`src/hdl/zc_pkg.sv`:
```
// shared types, constants and key update functions for the zip traditional decryptor
`default_nettype none
package zc_pkg;

    localparam int unsigned HEADER_BYTES = 12;
    localparam int unsigned HDR_CNT_W    = 4;

    localparam logic [31:0] KEY_A_INIT = 32'd305419896;
    localparam logic [31:0] KEY_B_INIT = 32'd591751049;
    localparam logic [31:0] KEY_C_INIT = 32'd878082192;
    localparam logic [31:0] CRC_POLY   = 32'hEDB88320;

    localparam logic [HDR_CNT_W-1:0] HDR_LAST = HDR_CNT_W'(HEADER_BYTES - 1);

    typedef enum logic [1:0] {
        CMD_RESTART  = 2'd0,
        CMD_PASSWORD = 2'd1,
        CMD_CIPHER   = 2'd2,
        CMD_UNUSED   = 2'd3
    } cmd_t;

    typedef struct packed {
        logic [31:0] key_a;
        logic [31:0] key_b;
        logic [31:0] key_c;
    } keys_t;

    typedef struct packed {
        logic [7:0] plain_byte;
        logic       is_header;
        logic       check_done;
        logic       bad_password;
    } result_t;

    function automatic logic [31:0] crc_byte(input logic [31:0] crc, input logic [7:0] b);
        logic [31:0] r;
        r = crc ^ {24'd0, b};
        for (int i = 0; i < 8; i++)
        begin
            if (r[0])
                r = (r >> 1) ^ CRC_POLY;
            else
                r = r >> 1;
        end
        return r;
    endfunction

    // multiply by 134775813 (0x08088405) as a sum of shifted terms
    function automatic logic [31:0] lcg_mul(input logic [31:0] x);
        return x + (x << 2) + (x << 10) + (x << 15) + (x << 19) + (x << 27);
    endfunction

    function automatic keys_t update_keys(input keys_t k, input logic [7:0] b);
        keys_t n;
        n.key_a = crc_byte(k.key_a, b);
        n.key_b = lcg_mul(k.key_b + {24'd0, n.key_a[7:0]}) + 32'd1;
        n.key_c = crc_byte(k.key_c, n.key_b[31:24]);
        return n;
    endfunction

    function automatic logic [7:0] keystream_byte(input logic [31:0] key_c);
        logic [15:0] t;
        logic [15:0] p;
        t = {key_c[15:2], 1'b1, key_c[0]};
        p = t * (t ^ 16'd1);
        return p[15:8];
    endfunction

endpackage
`default_nettype wire

```
`src/hdl/zc_if.sv`:
```
// stream and configuration channel interfaces
`default_nettype none
interface zc_in_if;
    import zc_pkg::*;
    logic       valid;
    logic       ready;
    logic [1:0] command;
    logic [7:0] data_byte;
    logic       burst_end;
    modport source (output valid, command, data_byte, burst_end, input ready);
    modport sink (input valid, command, data_byte, burst_end, output ready);
endinterface

interface zc_out_if;
    import zc_pkg::*;
    logic       valid;
    logic       ready;
    logic [7:0] plain_byte;
    logic       is_header;
    logic       check_done;
    logic       bad_password;
    logic       burst_end_out;
    modport source (output valid, plain_byte, is_header, check_done, bad_password,
                    burst_end_out, input ready);
    modport sink (input valid, plain_byte, is_header, check_done, bad_password,
                  burst_end_out, output ready);
endinterface

interface zc_cfg_if;
    import zc_pkg::*;
    logic       valid;
    logic       ready;
    logic [7:0] data;
    modport source (output valid, data, input ready);
    modport sink (input valid, data, output ready);
endinterface
`default_nettype wire

```
`src/hdl/zip_traditional_decrypt.sv`:
```
// top level of the zip traditional (pkware) byte-wise decryptor
// usage:
//   cipher_in carries one word per item: command (restart, password byte,
//   cipher byte), data_byte and burst_end
//   plain_out returns exactly one word per accepted item, in order, with
//   the decrypted byte, header flags, check result and the burst_end copy
//   cfg writes the expected check byte; write it only while idle
// timing:
//   a result word appears one cycle after its item is accepted
//   one item per cycle sustained; the key update and keystream of an item
//   finish in the same cycle, through one 16x16 keystream multiply
// reset:
//   keys load their initial constants, the header count and check byte clear
// stall:
//   a held result blocks intake only while plain_out.ready is low and the
//   output register is full; an item is taken in the cycle the word leaves
`default_nettype none
module zip_traditional_decrypt
(
    input  wire logic clk,
    input  wire logic rst_n,
    zc_in_if.sink     cipher_in,
    zc_out_if.source  plain_out,
    zc_cfg_if.sink    cfg
);
    import zc_pkg::*;

    keys_t                keys_reg;
    keys_t                keys_next;
    logic [HDR_CNT_W-1:0] hdr_cnt_reg;
    logic [HDR_CNT_W-1:0] hdr_cnt_next;
    logic [7:0]           expected_check_reg;
    logic                 out_valid_reg;
    result_t              result_reg;
    result_t              result_next;
    logic                 burst_end_reg;
    logic                 accept;

    assign cfg.ready       = 1'b1;
    assign cipher_in.ready = !out_valid_reg || plain_out.ready;
    assign accept          = cipher_in.valid && cipher_in.ready;

    zc_step u_step
    (
        .keys           (keys_reg),
        .hdr_cnt        (hdr_cnt_reg),
        .command        (cipher_in.command),
        .data_byte      (cipher_in.data_byte),
        .expected_check (expected_check_reg),
        .keys_next      (keys_next),
        .hdr_cnt_next   (hdr_cnt_next),
        .result         (result_next)
    );

    always_ff @(posedge clk or negedge rst_n)
    begin
        if (!rst_n)
        begin
            keys_reg.key_a     <= KEY_A_INIT;
            keys_reg.key_b     <= KEY_B_INIT;
            keys_reg.key_c     <= KEY_C_INIT;
            hdr_cnt_reg        <= '0;
            expected_check_reg <= '0;
            out_valid_reg      <= 1'b0;
        end
        else
        begin
            if (cfg.valid)
                expected_check_reg <= cfg.data;
            if (accept)
            begin
                keys_reg      <= keys_next;
                hdr_cnt_reg   <= hdr_cnt_next;
                out_valid_reg <= 1'b1;
            end
            else if (plain_out.ready)
            begin
                out_valid_reg <= 1'b0;
            end
        end
    end

    always_ff @(posedge clk)
    begin
        if (accept)
        begin
            result_reg    <= result_next;
            burst_end_reg <= cipher_in.burst_end;
        end
    end

    assign plain_out.valid         = out_valid_reg;
    assign plain_out.plain_byte    = result_reg.plain_byte;
    assign plain_out.is_header     = result_reg.is_header;
    assign plain_out.check_done    = result_reg.check_done;
    assign plain_out.bad_password  = result_reg.bad_password;
    assign plain_out.burst_end_out = burst_end_reg;

endmodule
`default_nettype wire

```
`src/hdl/zc_step.sv`:
```
// one decryptor step: key update, keystream xor and header check
`default_nettype none
module zc_step
(
    input  wire zc_pkg::keys_t                 keys,
    input  wire logic [zc_pkg::HDR_CNT_W-1:0]  hdr_cnt,
    input  wire logic [1:0]                    command,
    input  wire logic [7:0]                    data_byte,
    input  wire logic [7:0]                    expected_check,
    output zc_pkg::keys_t                      keys_next,
    output logic [zc_pkg::HDR_CNT_W-1:0]       hdr_cnt_next,
    output zc_pkg::result_t                    result
);
    import zc_pkg::*;

    logic [7:0] plain;
    logic       in_header;

    assign plain     = data_byte ^ keystream_byte(keys.key_c);
    assign in_header = hdr_cnt < HDR_CNT_W'(HEADER_BYTES);

    always_comb
    begin
        keys_next    = keys;
        hdr_cnt_next = hdr_cnt;
        result       = '0;
        unique case (cmd_t'(command))
            CMD_RESTART:
            begin
                keys_next.key_a = KEY_A_INIT;
                keys_next.key_b = KEY_B_INIT;
                keys_next.key_c = KEY_C_INIT;
                hdr_cnt_next    = '0;
            end
            CMD_PASSWORD:
            begin
                keys_next = update_keys(keys, data_byte);
            end
            CMD_CIPHER:
            begin
                keys_next         = update_keys(keys, plain);
                result.plain_byte = plain;
                if (in_header)
                begin
                    result.is_header = 1'b1;
                    hdr_cnt_next     = hdr_cnt + HDR_CNT_W'(1);
                    if (hdr_cnt == HDR_LAST)
                    begin
                        result.check_done   = 1'b1;
                        result.bad_password = (plain != 8'd0) && (plain != expected_check);
                    end
                end
            end
            default:
            begin
                keys_next = keys;
            end
        endcase
    end

endmodule
`default_nettype wire

```
`src/flat_wrapper.sv`:
```
// flat-port wrapper written by rule: the top's interface ports become plain ports
module zip_traditional_decrypt_flat import zc_pkg::*;
  (clk, rst_n, cipher_in_valid, cipher_in_command, cipher_in_data_byte, cipher_in_burst_end, cipher_in_ready, plain_out_valid, plain_out_plain_byte, plain_out_is_header, plain_out_check_done, plain_out_bad_password, plain_out_burst_end_out, plain_out_ready, cfg_valid, cfg_data, cfg_ready);
  zc_in_if cipher_in_i ();
  zc_out_if plain_out_i ();
  zc_cfg_if cfg_i ();
  input  wire logic clk;
  input  wire logic rst_n;
  input wire logic [$bits(cipher_in_i.valid)-1:0] cipher_in_valid;
  input wire logic [$bits(cipher_in_i.command)-1:0] cipher_in_command;
  input wire logic [$bits(cipher_in_i.data_byte)-1:0] cipher_in_data_byte;
  input wire logic [$bits(cipher_in_i.burst_end)-1:0] cipher_in_burst_end;
  output wire logic [$bits(cipher_in_i.ready)-1:0] cipher_in_ready;
  output wire logic [$bits(plain_out_i.valid)-1:0] plain_out_valid;
  output wire logic [$bits(plain_out_i.plain_byte)-1:0] plain_out_plain_byte;
  output wire logic [$bits(plain_out_i.is_header)-1:0] plain_out_is_header;
  output wire logic [$bits(plain_out_i.check_done)-1:0] plain_out_check_done;
  output wire logic [$bits(plain_out_i.bad_password)-1:0] plain_out_bad_password;
  output wire logic [$bits(plain_out_i.burst_end_out)-1:0] plain_out_burst_end_out;
  input wire logic [$bits(plain_out_i.ready)-1:0] plain_out_ready;
  input wire logic [$bits(cfg_i.valid)-1:0] cfg_valid;
  input wire logic [$bits(cfg_i.data)-1:0] cfg_data;
  output wire logic [$bits(cfg_i.ready)-1:0] cfg_ready;
  assign cipher_in_i.valid = cipher_in_valid;
  assign cipher_in_i.command = cipher_in_command;
  assign cipher_in_i.data_byte = cipher_in_data_byte;
  assign cipher_in_i.burst_end = cipher_in_burst_end;
  assign cipher_in_ready = cipher_in_i.ready;
  assign plain_out_valid = plain_out_i.valid;
  assign plain_out_plain_byte = plain_out_i.plain_byte;
  assign plain_out_is_header = plain_out_i.is_header;
  assign plain_out_check_done = plain_out_i.check_done;
  assign plain_out_bad_password = plain_out_i.bad_password;
  assign plain_out_burst_end_out = plain_out_i.burst_end_out;
  assign plain_out_i.ready = plain_out_ready;
  assign cfg_i.valid = cfg_valid;
  assign cfg_i.data = cfg_data;
  assign cfg_ready = cfg_i.ready;
  zip_traditional_decrypt u_core (.clk(clk), .rst_n(rst_n), .cipher_in(cipher_in_i), .plain_out(plain_out_i), .cfg(cfg_i));
endmodule
```
`config.mk`:
```
export PLATFORM = sky130hd
export DESIGN_NAME = zip_traditional_decrypt_flat
export DESIGN_NICKNAME = d
export VERILOG_FILES = /design/src/hdl/zc_pkg.sv /design/src/hdl/zc_if.sv /design/src/hdl/zip_traditional_decrypt.sv /design/src/hdl/zc_step.sv /design/src/flat_wrapper.sv
export SDC_FILE = /design/constraint.sdc
export NUM_CORES = 1
export LEC_CHECK = 0
export ABC_AREA = 1
export BUFFER_PORTS_ARGS = -buffer_cell sky130_fd_sc_hd__buf_2
export CORE_ASPECT_RATIO = 0.75
export CORE_MARGIN = 8
export CORE_UTILIZATION = 30
export DETAILED_ROUTE_END_ITERATION = 16
export PLACE_DENSITY = 0.46
export SLEW_MARGIN = 30
export SYNTH_ARGS = -nofsm -noshare
export SYNTH_HDL_FRONTEND = slang
export SYNTH_SLANG_ARGS = --single-unit
```
`constraint.sdc`:
```
create_clock -name clk -period 35.3 [get_ports clk]
set_input_delay 7.06 -clock clk [delete_from_list [all_inputs] [get_ports clk]]
set_output_delay 7.06 -clock clk [all_outputs]
set_load 0.02 [all_outputs]
```
After elaboration in Yosys (flattened, before gate mapping)
Index checks and enable logic that the tools add are counted.

Bitwise operators: 38. Eq/ne operators: 5. Reductions and logical operators: 13. Add/subtract/negate cells: 15. Mux-type cells: 69. $mul: 1. Shift-type cells: 0. Divide/modulo/power cells: 0. $lt $le $gt $ge: 1.

Operators with widths (count): two-way mux 32 bit (62); NOT 13 -> 14 bit (32); adder 32 bit (10); case mux 96 bit (3 select lines) (1); bitwise XOR 32 x 8 -> 32 bit (4); adder 32 x 1 -> 32 bit (second input constant) (2); adder 32 x 8 -> 32 bit (2); multiplier 16 x 16 -> 16 bit (1); != test 8 bit (1); case mux 4 bit (2 select lines) (1); nonzero test 8 bit (1); bitwise XOR 8 bit (1); AND reduction 3 bit (2); adder 4 x 1 -> 4 bit (second input constant) (1); equality test 4 bit (second input constant) (1); less-than comparator 4 bit (second input constant) (1); two-way mux 4 bit (1); AND reduction 2 bit (2); nonzero test 2 bit (2); two-way mux 3 bit (1); nonzero test 3 bit (1); equality test 2 x 1 -> 1 bit (second input constant) (1); equality test 2 bit (second input constant) (1); logical AND 1 bit (2); 7 further kinds (8).

Bits in latches: 0. Register bits: 121. Bits in read-only memories: 0. Output and inout bits: 15. Memories kept: 0. RAM bits: 0.

Depth between registers and ports, before layout
Depth after elaboration: 60. Mapped depth: 77.

Hierarchy
Synthesis repeated with hierarchy kept, for this count alone.

Cells, all modules: 3514. Area, all modules: 23909.2 µm².

By module, submodules not included: zc_step (area an instance 19159.6 µm², cells each 3028, instances 1, seq. area each 0.0 µm²); zip_traditional_decrypt (area an instance 4749.6 µm², cells each 486, instances 1, seq. area each 3138.0 µm²).

Worst setup path before layout
No wires, ideal clock.

Path kind: input port to output port. Start point: input plain_out_ready. End point: output cipher_in_ready. Stages: 2. Required time: 28.240 ns. Path slack: 20.984 ns. Data arrival time: 7.256 ns. Cell sequence: inv_1 nand2_1.

Longest elaborated chain between the ends: 1.

Ends and longest elaborated chain: from (decl) (RTL line flat_wrapper.sv:20) `input wire logic [$bits(plain_out_i.ready)-1:0] plain_out_ready;`; logical OR 1 bit (RTL line zip_traditional_decrypt.sv:40) `assign cipher_in.ready = !out_valid_reg || plain_out.ready;`; to (decl) (RTL line flat_wrapper.sv:13) `output wire logic [$bits(cipher_in_i.ready)-1:0] cipher_in_ready;`.

No other way between the ends.

Worst setup path in the final report
Start point: input cipher_in_data_byte[0]. End point: register u_core.keys_reg[24] in the netlist's numbering.

Longest elaborated chain between the ends: 49.

Ends and longest elaborated chain: from (decl) (RTL line flat_wrapper.sv:11) `input wire logic [$bits(cipher_in_i.data_byte)-1:0] cipher_in_data_byte;`; bitwise XOR 8 bit (RTL line zc_step.sv:19) `assign plain = data_byte ^ keystream_byte(keys.key_c);`; bitwise XOR 32 x 8 -> 32 bit (RTL line zc_pkg.sv:37) `r = crc ^ {24'd0, b};`; two-way mux 32 bit (RTL line zc_pkg.sv:40) `if (r[0])`; two-way mux 32 bit (RTL line zc_step.sv:27) `unique case (cmd_t'(command))`; NOT 13 -> 14 bit (no line); two-way mux 32 bit (RTL line zc_pkg.sv:40); two-way mux 32 bit (RTL line zc_step.sv:27); two-way mux 32 bit (RTL line zc_pkg.sv:40); [... 33 more ...]; NOT 13 -> 14 bit (no line); two-way mux 32 bit (RTL line zc_pkg.sv:40); two-way mux 32 bit (RTL line zc_step.sv:27); two-way mux 32 bit (RTL line zc_pkg.sv:40); two-way mux 32 bit (RTL line zc_step.sv:27); NOT 13 -> 14 bit (no line); two-way mux 32 bit (RTL line zc_pkg.sv:40); case mux 96 bit (3 select lines) * (RTL line zc_step.sv:27); to (signal assigned) (RTL line zip_traditional_decrypt.sv:72) `keys_reg <= keys_next;`; to (decl) (RTL line zip_traditional_decrypt.sv:28) `keys_t keys_reg;`.

Every way passes the cells marked *; elsewhere a longest branch is shown, timed or not. The select of a mux whose other input is x is not followed. A chain may end at the register's enable or synchronous reset.

==> results.rst <==
.. list-table::
   :header-rows: 1

   * - Metric
     - Value
   * - Status
     - completed
   * - Final TNS setup
     - 0 ps
   * - Post-route non-filler standard cell count
     - 4,237
   * - Initial antenna violation count
     - 1
   * - Pre-antenna DRT Iters
     - 6
   * - Dominant register cell in the synthesized netlist
     - sky130_fd_sc_hd__dfrtp_1
   * - Number of flip-flops under the largest register name
     - 96
   * - Global-route congestion overflow total
     - 0
   * - Half-perimeter wire length of the detailed placement result
     - 67.51 mm
   * - Chip Width
     - 333.9 um
   * - Number of buffers inserted to repair setup after CTS
     - 0
   * - Post-synth ARST share
     - 90.08%
   * - Hold Buf Count CTS
     - 0
   * - Max-cap violation count
     - 0
   * - Ranking of synthesized cells by instance count
     - sky130_fd_sc_hd__nand2_1, sky130_fd_sc_hd__inv_1, sky130_fd_sc_hd__nand3_1
   * - Post-Route WL
     - 82.78 mm
   * - Synth unique cells
     - 65
   * - Library cell appearing most often on the critical path
     - sky130_fd_sc_hd__nand2_1
   * - Share of layout cells above drive strength 1
     - 8.318%
   * - Diode count
     - 0
   * - Overall track demand over capacity in global routing
     - 19.56%
   * - Data arrival at the endpoint of the critical path
     - 16,270 ps
   * - Iteration-0 DRC Markers
     - 1,939
   * - Type of the most critical hold path
     - flip-flop to flip-flop
   * - Avg Inst Size Synth
     - 7.028 um^2
   * - Count of vias placed by the detailed router
     - 20,764
   * - Slowest library cell on the worst path
     - sky130_fd_sc_hd__a21oi_1
   * - Maximum clock skew at final layout
     - 14.68 ps
   * - Clock tree from TritonCTS
     - done
   * - # port buffers
     - 37
   * - Warnings from Yosys
     - 0
   * - Clock transition time at the flip-flop clock pins of the worst setup and hold paths
     - 70 ps
   * - Most numerous cell in the Yosys netlist
     - sky130_fd_sc_hd__nand2_1
   * - Area Growth Syn to Fin
     - 8.095%
   * - Sort of element at the end of the critical path
     - flip-flop
   * - Number of H-tree branching levels
     - 4
   * - Vias in the first global route
     - 19,809
   * - Final count of hold timing violations
     - 0
   * - Ranking of synthesized cells by area
     - sky130_fd_sc_hd__fa_1, sky130_fd_sc_hd__nand2_1, sky130_fd_sc_hd__ha_1, sky130_fd_sc_hd__inv_1, sky130_fd_sc_hd__dfrtp_1
   * - Number of nets with antenna violations after routing
     - 0
   * - Per-cell routed wire length
     - 19.54 um
   * - Die height
     - 254.4 um
   * - Num CTS Buffers
     - 17
   * - Hold depth
     - 2
   * - Synth Instances
     - 3,235
   * - Startpoint Class
     - primary input
   * - Per-cell via count in the routed design
     - 4.901
   * - Storage cell area
     - 3138 um^2
   * - First-pass GRT wire length
     - 126.2 mm
   * - Num ports
     - 39
   * - Starting density of the core
     - 30.27%
   * - Setup violation total in the final timing report
     - 0
   * - Yosys reg bits
     - 121
   * - Largest net degree at the start of global routing
     - 64
   * - Achievable Freq
     - 0.06294 GHz
   * - Clock insertion delay at the later pin of the skew report
     - 500 ps
   * - Minimum period implied by the final worst setup slack
     - 15,890 ps
   * - Type of the worst setup path
     - primary input to flip-flop
   * - WP data required
     - 35,680 ps
   * - Core box area
     - 75,110 um^2
   * - Share of the clock period used by the worst path after layout
     - 45.01%
   * - Final estimated routing congestion in global placement
     - 0.9465
   * - Number of clock sinks
     - 121
   * - Slew Limit Headroom
     - 29.90%
   * - Number of nets at the end of the flow
     - 3,661
   * - RSZ-0062 raised after global routing
     - no
   * - Largest fanout of any net on the critical path
     - 13
   * - Filler Cells Inserted
     - 8,209
   * - Seq/Total Area, Yosys
     - 13.80%
   * - Area leader, netlist
     - sky130_fd_sc_hd__fa_1
   * - Cells after DPL
     - 4,205
   * - Number of gates given a new drive strength after cts
     - 0
   * - Number of flops mapped to enable cells by yosys
     - 12
   * - Area share of the largest cell type after synthesis
     - 14.97%
   * - Buffers from clock root to sink, at most
     - 2
   * - Clock root cell
     - sky130_fd_sc_hd__clkbuf_16
   * - Multi-input gate area
     - 17,080 um^2
   * - Area of the die
     - 84,940 um^2
   * - Post-synth design cell area
     - 22,740 um^2
   * - Crit-path max cell delay
     - 590 ps
   * - Transition time at the pin with the least slew margin
     - 1048 ps
   * - Number of cells traversed by the worst register-to-register path
     - 60
   * - Count of unresolved DRC violations after routing
     - 0
   * - Max Transition Viols Final
     - 0
   * - Count of standard-cell rows
     - 87
final timing paths:
check                                           startpoint                                 to  slack (ps)
hold / removal             u_core.keys_reg[21]$_DFFE_PN0P_    u_core.keys_reg[21]$_DFFE_PN0P_         480
min in group asynchronous                            rst_n  u_core.hdr_cnt_reg[3]$_DFFE_PN0P_        6540
setup / recovery                    cipher_in_data_byte[0]    u_core.keys_reg[24]$_DFFE_PN0P_       19410
max in group asynchronous                            rst_n    u_core.keys_reg[47]$_DFFE_PN0P_       27420
setup reg to reg            u_core.keys_reg[3]$_DFFE_PN0P_    u_core.keys_reg[24]$_DFFE_PN0P_       21330
hold reg to reg            u_core.keys_reg[21]$_DFFE_PN0P_    u_core.keys_reg[21]$_DFFE_PN0P_         480
logic make-up (layout without fill, tap and decap cells):
| logic type | after synthesis | count (layout) | share of synthesized area (%) |
|---|---|---|---|
| simple gates | 1421 | 1421 | 27.44 |
| buf+inv | 660 | 682 | 11.22 |
| fa+ha+maj | 392 | 392 | 27.19 |
| compound gates | 374 | 374 | 9.422 |
| xor+xnor | 264 | 264 | 10.82 |
| flops | 121 | 121 | 13.80 |
| mux | 2 | 2 | 0.09905 |
| other cells | 1 | 2 | 0.01649 |
metrics by stage:
stage	cell area [um^2]	hold slack, ps	util [%]	setup slack, ps
floorplan	22740	448.8	-	20980
global placement	23990	467.9	31.94	19160
detailed placement	24010	469.2	31.96	19100
CTS	24580	485.7	32.72	19610
global route	24580	508.5	32.72	18990
finish	24580	482.3	32.72	19410
critical path: cells and delay by family:
family          cells  cell delay [ps]
simple gates       25             3860
fa+ha+maj           5             2200
xor+xnor            4             1260
compound gates      3              980
buf+inv             8              880
cells in the final DEF, fill, tap and decap left out, drive strengths merged, types with 4 or more instances in the layout:
| master | count |
|---|---|
| nor2 | 167 |
| dfrtp | 69 |
| o21a | 13 |
| clkinv | 11 |
| buf | 56 |
| nand3 | 261 |
| nor3 | 20 |
| edfxtp | 12 |
| or2 | 28 |
| a22o | 15 |
| xor2 | 201 |
| nand2 | 892 |
| a31oi | 4 |
| a21boi | 7 |
| fa | 170 |
| xnor2 | 60 |
| clkbuf | 17 |
| a21o | 16 |
| o221ai | 4 |
| o211ai | 8 |
| nor4 | 5 |
| o22ai | 16 |
| o21bai | 6 |
| a21oi | 120 |
| ha | 222 |
| dfstp | 40 |
| nand4 | 29 |
| o21ai | 158 |
| inv | 595 |
| nand3b | 13 |
routing by layer:
metal,share of wire [%],wire length [um],GRT usage (%),vias to the layer above
met2,38,31450,26.55,723
li1,-,-,-,10174
met5,0.0097,8,0,-
met1,51,42390,30.17,9781
met3,9.1,7550,5.336,84
met4,1.7,1376,4.138,2
cell type report:
cell class / instances / share of cell area (%)
Clock inverter: 15 / 0.5804
Sequential cell: 121 / 12.77
Multi-Input combinational cell: 2455 / 69.49
Clock buffer: 17 / 1.731
Tap cell: 979 / 4.984
Timing Repair Buffer: 56 / 1.359
Inverter: 594 / 9.083
Power is left out: the tool's default activity adds up to more than one toggle a clock period on the data nets, which glitch-free logic cannot reach.
